--- config.mk ---
export PLATFORM = sky130hd
export DESIGN_NAME = dhfk_cordic_cell
export DESIGN_NICKNAME = d
export VERILOG_FILES = /design/src/rtl/dhfk_pkg.sv /design/src/rtl/dhfk_cordic_cell.sv
export SDC_FILE = /design/constraint.sdc
export NUM_CORES = 2
export LEC_CHECK = 0
export BUFFER_PORTS_ARGS = -buffer_cell sky130_fd_sc_hd__buf_2
export CORE_AREA = 5 5 523 525
export DETAILED_ROUTE_END_ITERATION = 10
export DIE_AREA = 0 0 528 530
export PLACE_DENSITY = 0.48
export SYNTH_ARGS = -nofsm -noshare
export SYNTH_HDL_FRONTEND = slang
export SYNTH_SLANG_ARGS = --single-unit
export TNS_END_PERCENT = 10
--- constraint.sdc ---
create_clock -name i_clk -period 4.2 [get_ports i_clk]
set_input_delay 0.63 -clock i_clk [delete_from_list [all_inputs] [get_ports i_clk]]
set_output_delay 0.63 -clock i_clk [all_outputs]
set_load 0.01 [all_outputs]
--- src/rtl/dhfk_pkg.sv ---
package dhfk_pkg;

    localparam int MAX_JOINTS   = 4;
    localparam int NUM_LANES    = 2 * MAX_JOINTS;  // theta lanes 0..3, twist lanes 4..7
    localparam int CORDIC_STEPS = 16;
    localparam int CORDIC_FRAC  = 30;
    localparam int XW           = 33;              // CORDIC x/y iterate width
    localparam int ZW           = 17;              // residual angle width
    localparam int QW           = 17;              // link offset, Q.15 with headroom
    localparam int PW           = 22;              // running position, Q.15
    localparam int CW           = 3;               // config index width
    localparam int ANG_W        = 16;
    localparam int OUT_W        = 208;

    localparam logic signed [XW-1:0] CORDIC_GAIN = 33'sd652032874;

    localparam logic signed [ZW-1:0] ATAN_STEPS [CORDIC_STEPS] = '{
        17'sd8192, 17'sd4836, 17'sd2555, 17'sd1297, 17'sd651, 17'sd326, 17'sd163, 17'sd81,
        17'sd41,   17'sd20,   17'sd10,   17'sd5,    17'sd3,   17'sd1,   17'sd1,   17'sd0
    };

    localparam logic [CW-1:0] REG_DH_JOINT_0 = 3'd0;
    localparam logic [CW-1:0] REG_DH_JOINT_1 = 3'd1;
    localparam logic [CW-1:0] REG_DH_JOINT_2 = 3'd2;
    localparam logic [CW-1:0] REG_DH_JOINT_3 = 3'd3;
    localparam logic [CW-1:0] REG_FRAMES     = 3'd4;

    typedef struct packed {
        logic       valid;
        logic [2:0] frames;   // frames chained for this beat, already limited
    } t_ctl;

endpackage

--- src/rtl/dhfk_cordic_cell.sv ---
module dhfk_cordic_cell #(
    parameter int STEP = 0
) (
    input  logic                           i_clk,
    input  logic                           i_rst_n,
    input  logic                           i_en,
    input  dhfk_pkg::t_ctl                 i_ctl,
    input  logic [dhfk_pkg::NUM_LANES-1:0] i_flip,
    input  logic signed [dhfk_pkg::XW-1:0] i_x [dhfk_pkg::NUM_LANES],
    input  logic signed [dhfk_pkg::XW-1:0] i_y [dhfk_pkg::NUM_LANES],
    input  logic signed [dhfk_pkg::ZW-1:0] i_z [dhfk_pkg::NUM_LANES],
    output dhfk_pkg::t_ctl                 o_ctl,
    output logic [dhfk_pkg::NUM_LANES-1:0] o_flip,
    output logic signed [dhfk_pkg::XW-1:0] o_x [dhfk_pkg::NUM_LANES],
    output logic signed [dhfk_pkg::XW-1:0] o_y [dhfk_pkg::NUM_LANES],
    output logic signed [dhfk_pkg::ZW-1:0] o_z [dhfk_pkg::NUM_LANES]
);
    import dhfk_pkg::*;

    localparam logic signed [ZW-1:0] ATAN = ATAN_STEPS[STEP];

    t_ctl                   r_ctl;
    logic [NUM_LANES-1:0]   r_flip;
    logic signed [XW-1:0]   r_x [NUM_LANES];
    logic signed [XW-1:0]   r_y [NUM_LANES];
    logic signed [ZW-1:0]   r_z [NUM_LANES];
    logic signed [XW-1:0]   n_x [NUM_LANES];
    logic signed [XW-1:0]   n_y [NUM_LANES];
    logic signed [ZW-1:0]   n_z [NUM_LANES];

    always_comb begin
        for (int l = 0; l < NUM_LANES; l++) begin
            if (!i_z[l][ZW-1]) begin
                n_x[l] = i_x[l] - (i_y[l] >>> STEP);
                n_y[l] = i_y[l] + (i_x[l] >>> STEP);
                n_z[l] = i_z[l] - ATAN;
            end else begin
                n_x[l] = i_x[l] + (i_y[l] >>> STEP);
                n_y[l] = i_y[l] - (i_x[l] >>> STEP);
                n_z[l] = i_z[l] + ATAN;
            end
        end
    end

    always_ff @(posedge i_clk) begin
        if (!i_rst_n) begin
            r_ctl <= '0;
        end else if (i_en) begin
            r_ctl <= i_ctl;
        end
    end

    always_ff @(posedge i_clk) begin
        if (i_en) begin
            r_flip <= i_flip;
            r_x    <= n_x;
            r_y    <= n_y;
            r_z    <= n_z;
        end
    end

    assign o_ctl  = r_ctl;
    assign o_flip = r_flip;
    assign o_x    = r_x;
    assign o_y    = r_y;
    assign o_z    = r_z;

endmodule

After elaboration in Yosys (flattened, before gate mapping)
Index checks and enable logic that the tools add are counted.
{"block": "classes", "addsub": 40, "mux": 24}
{"operator": "33-bit two-way mux", "count": 16}
{"operator": "33-bit subtractor", "count": 16}
{"operator": "33-bit adder", "count": 8}
{"operator": "17-bit by 15-bit adder with 17-bit output, second input constant", "count": 8}
{"operator": "17-bit two-way mux", "count": 8}
{"operator": "17-bit by 15-bit subtractor with 17-bit output, second input constant", "count": 8}
{"block": "totals", "reg_bits": 676, "input_bits": 679, "output_inout_bits": 676, "wordCells": 91}

Longest topological paths before layout
{"block": "logic_depth", "ltp_word": 2, "ltp_mapped": 14, "mapped_depth_nobuf": 13}

Worst setup path before layout
Ideal clock, no wire load.
{"block": "synth_timing", "path_kind": "input to register", "start": "in i_x[66] (netlist name)", "end": "reg r_y, in the netlist o_y[96], data pin", "setup_ns": 0.266, "t_arrival_ns": 3.206, "t_required_ns": 3.934, "setup_slack_ns": 0.728, "path_stages": 12, "path_cell_list": "ha_1 -> fa_1 -> nor2b_1 -> o311ai_2 -> a21oi_1 -> a2111oi_2 -> nor2_1 -> a221oi_1 -> o21ai_1 -> a211oi_1 -> o21ai_0 -> xnor2_1"}
{"item": "start, declared", "line": "dhfk_cordic_cell.sv:9", "rtl": "input logic signed [dhfk_pkg::XW-1:0] i_x [dhfk_pkg::NUM_LANES],"}
{"item": "end signal, assigned", "line": "dhfk_cordic_cell.sv:57", "rtl": "r_y <= n_y;"}
{"item": "end, declared", "line": "dhfk_cordic_cell.sv:25", "rtl": "logic signed [XW-1:0] r_y [NUM_LANES];"}

==> impl_metrics.env <==
export IMPL_synthArstFlopShare=0
export IMPL_grt_use_total=0.215
export IMPL_cts_hold_buf=107
export IMPL_dp_cells=12600
export IMPL_max_clock_freq_mhz=288
export IMPL_synth_ff_type="edfxtp_1"
export IMPL_powerDensity_nw_per_um2=346
export IMPL_chipWidth_um=528
export IMPL_placed_cell_area_um2=78600
export IMPL_clock_sinks=668
export IMPL_fin_area_um2=82900
export IMPL_num_rows=191
export IMPL_end_kind="register"
export IMPL_leakage_nw=37.5
export IMPL_synth_cell_type_count=100
export IMPL_core_um2=269000
export IMPL_grt_max_degree=95
export IMPL_initial_core_util=0.241
export IMPL_grt_util_met3=0.0464
export IMPL_busiest_layer="met2"
export IMPL_drv_cap=0
export IMPL_final_cells=12900
export IMPL_drt_iter0_drc=5514
export IMPL_via_per_inst=5.01
export IMPL_syn_inst=7471
export IMPL_multi_input_area_um2=40300
export IMPL_ios=1355
export IMPL_insertion_delay_ns=0.78
export IMPL_max_slew_margin_rel=0.393
export IMPL_hold_viol=0
export IMPL_tightestPinTransition_ns=0.910
export IMPL_cts_buffers_inserted=95
export IMPL_clk_pin_slew_worst_paths_ns=0.06
export IMPL_cp_top_family="compound AO/OA/AOI/OAI gates"
export IMPL_syn_num_nets=9030
export IMPL_ir_drop_uv=298
export IMPL_regArea_um2=20000
export IMPL_wl_per_cell_um=24.8
export IMPL_worstPathCellList="buf_2, inv_1, ha_1, buf_4, inv_2, o311ai_1, a311oi_1, nor2_1, o211ai_1, buf_4, a31oi_1, o31ai_1, buf_4, a31oi_1, buf_4, o21bai_1, xnor2_1"
export IMPL_cts_tree="built"
export IMPL_design_die_area_um2=280000
export IMPL_grt_pass1_vias=63800
export IMPL_status="finished, final reports clean"
export IMPL_fillCellCount=28900
export IMPL_netlist_area_um2=64800
export IMPL_dp_hpwl_mm=269
export IMPL_cts_resized=0
export IMPL_max_stage_delay_ns=0.48
export IMPL_ys_warn_count=0
export IMPL_ys_top_cells_by_area="edfxtp_1 (31%), ha_1 (16%), a21oi_1 (6.9%), xnor2_1 (5.8%), inv_1 (4.5%)"
export IMPL_synth_edf_count=664
export IMPL_cts_max_level=3
export IMPL_setup_viol=0
export IMPL_hold_path_class="in2reg"
export IMPL_avgSynthCellArea_um2=8.67
export IMPL_crit_type="in2reg"
export IMPL_root_buffer="clkbuf_16"
export IMPL_yosysSeqAreaShare=0.309
export IMPL_drc=0
export IMPL_cp_slowest_cell="o31ai_1"
export IMPL_drive_above_1_share=0.226
export IMPL_die_h_um=530
export IMPL_numPortBuffers=1354
export IMPL_rsz0062_at_grt="no"
export IMPL_crit_top_cell="buf_4"
export IMPL_grt_pass1_wl_mm=451
export IMPL_area_growth_pct=28.0
export IMPL_antenna_found_initial=142
export IMPL_use_met1=0.281
export IMPL_finalWirelength_mm=320
export IMPL_ant_nets=0
export IMPL_grt_use_met2=0.347
export IMPL_required_ns=4.72
export IMPL_gp_congestion=0.967
export IMPL_ys_ff_latch=668
export IMPL_vias=64700
export IMPL_path_max_fanout=5
export IMPL_fin_skew_ns=0
export IMPL_fin_crit_sh=0.828
export IMPL_synth_top_cell_area_share=0.308
export IMPL_report_final_slew_viol_count=0
export IMPL_finalCriticalPeriod_ns=3.48
export IMPL_yosysTopAreaCell="edfxtp_1"
export IMPL_grt_overflow=0
export IMPL_dr_pass1_iters=7
export IMPL_arrival_ns=3.99
export IMPL_worstSetupStartpointType="input pin"
export IMPL_final_nets=10800
export IMPL_cp_num_buf_inv=7
export IMPL_clk_path_buf_depth=4
export IMPL_cts_setup_buffers=0
-- per-layer routing --
layer | routed length, um | vias to the layer above | part of all wire
li1 | - | 30100 | -
met1 | 139000 | 31600 | 0.43
met2 | 146000 | 2549 | 0.45
met3 | 23100 | 464 | 0.072
met4 | 12600 | 34 | 0.039
met5 | 227 | - | 0.00071
-- power breakdown --
group	switching (W)	internal, W
clock	0.00339	0.00491
combinational	0.00695	0.00412
sequential	0.000557	0.00873
total	0.0109	0.0178
-- cell usage after synthesis (87+ instances only) --
library cell,instances
a21o_1,173
a21oi_1,897
clkbuf_1,227
edfxtp_1,664
ha_1,848
inv_1,785
mux2i_1,136
nand2_1,321
nand2b_1,88
nand3_1,106
nor2_1,627
nor2b_1,87
nor3_1,154
o21ai_0,455
o21bai_1,167
o31ai_1,91
xnor2_1,429
-- worst reg2reg max path, cell delays in order, from the launching register on --
cell and delay (ns):
dfxtp_1 0.31, mux2i_1 0.14, nor2b_1 0.06
-- area by class of cell --
type	count	area share
clock buffers	105	0.0294
well taps	3570	0.0539
diodes	78	0.00235
clock inverters	58	0.00792
inverters	822	0.0372
repair buffers	1967	0.142
multi-input cells	5645	0.486
flip-flops and latches	668	0.241
-- logic make-up after synthesis --
group	after synthesis	share of synthesized area
AND/OR/NAND/NOR	1697	0.124
buffers and inverters	1158	0.0688
AO/OA/AOI/OAI	2416	0.233
multiplexers	141	0.0219
flip-flops	668	0.309
XOR/XNOR	511	0.0691
adder cells (fa/ha/maj)	880	0.174
-- layout by cell type, fill, tap and decap left out, types with 63 or more instances in the layout --
cell type | Yosys | final
nand4_1 | 72 | 72
nand2b_1 | 88 | 88
nand3_1 | 106 | 106
buf_2 | 45 | 1352
o31ai_1 | 91 | 91
diode_2 | 0 | 78
nand2_1 | 321 | 321
inv_1 | 785 | 784
dlygate4sd3_1 | 0 | 107
o21bai_1 | 167 | 167
a21oi_1 | 897 | 897
o21a_1 | 63 | 63
nor2_1 | 627 | 627
edfxtp_1 | 664 | 664
xnor2_1 | 429 | 429
clkbuf_16 | 0 | 96
xor2_1 | 82 | 82
nor2b_1 | 87 | 87
a31oi_1 | 70 | 70
a21o_1 | 173 | 173
o21ai_0 | 455 | 455
nor3_1 | 154 | 154
a211oi_1 | 64 | 64
buf_4 | 12 | 500
ha_1 | 848 | 848
mux2i_1 | 136 | 136
-- state kept, by name, indices dropped and copies added, names as in the netlist --
name / cells
o_ctl: 4
o_flip: 8
o_x: 260
o_y: 260
o_z: 136
-- final timing paths --
path,start,endpoint,slack (ns),cells past startpoint
worst max-delay path,i_x[234],o_y[260],0.72,17
worst min-delay path,i_z[77],o_z[77],0.06,1
worst max register to register,o_ctl[2],o_ctl[2],3.58,2
worst min register to register,o_ctl[3],o_ctl[3],0.53,2
-- stage by stage --
stage / hold slack, ns / setup slack (ns) / power, W / setup TNS, ns / util
floorplan: 0.538 / 0.728 / 0.0149 / 0 / -
global placement: 0.500 / -0.0247 / 0.0204 / -0.0507 / 0.292
detailed placement: 0.509 / -0.0439 / 0.0203 / -0.0439 / 0.292
CTS: 0.000498 / 0.836 / 0.0290 / 0 / 0.308
global route: 0.00400 / 0.486 / 0.0301 / 0 / 0.308
finish: 0.0575 / 0.724 / 0.0287 / 0 / 0.308
(Power assumes the default switching activity.)
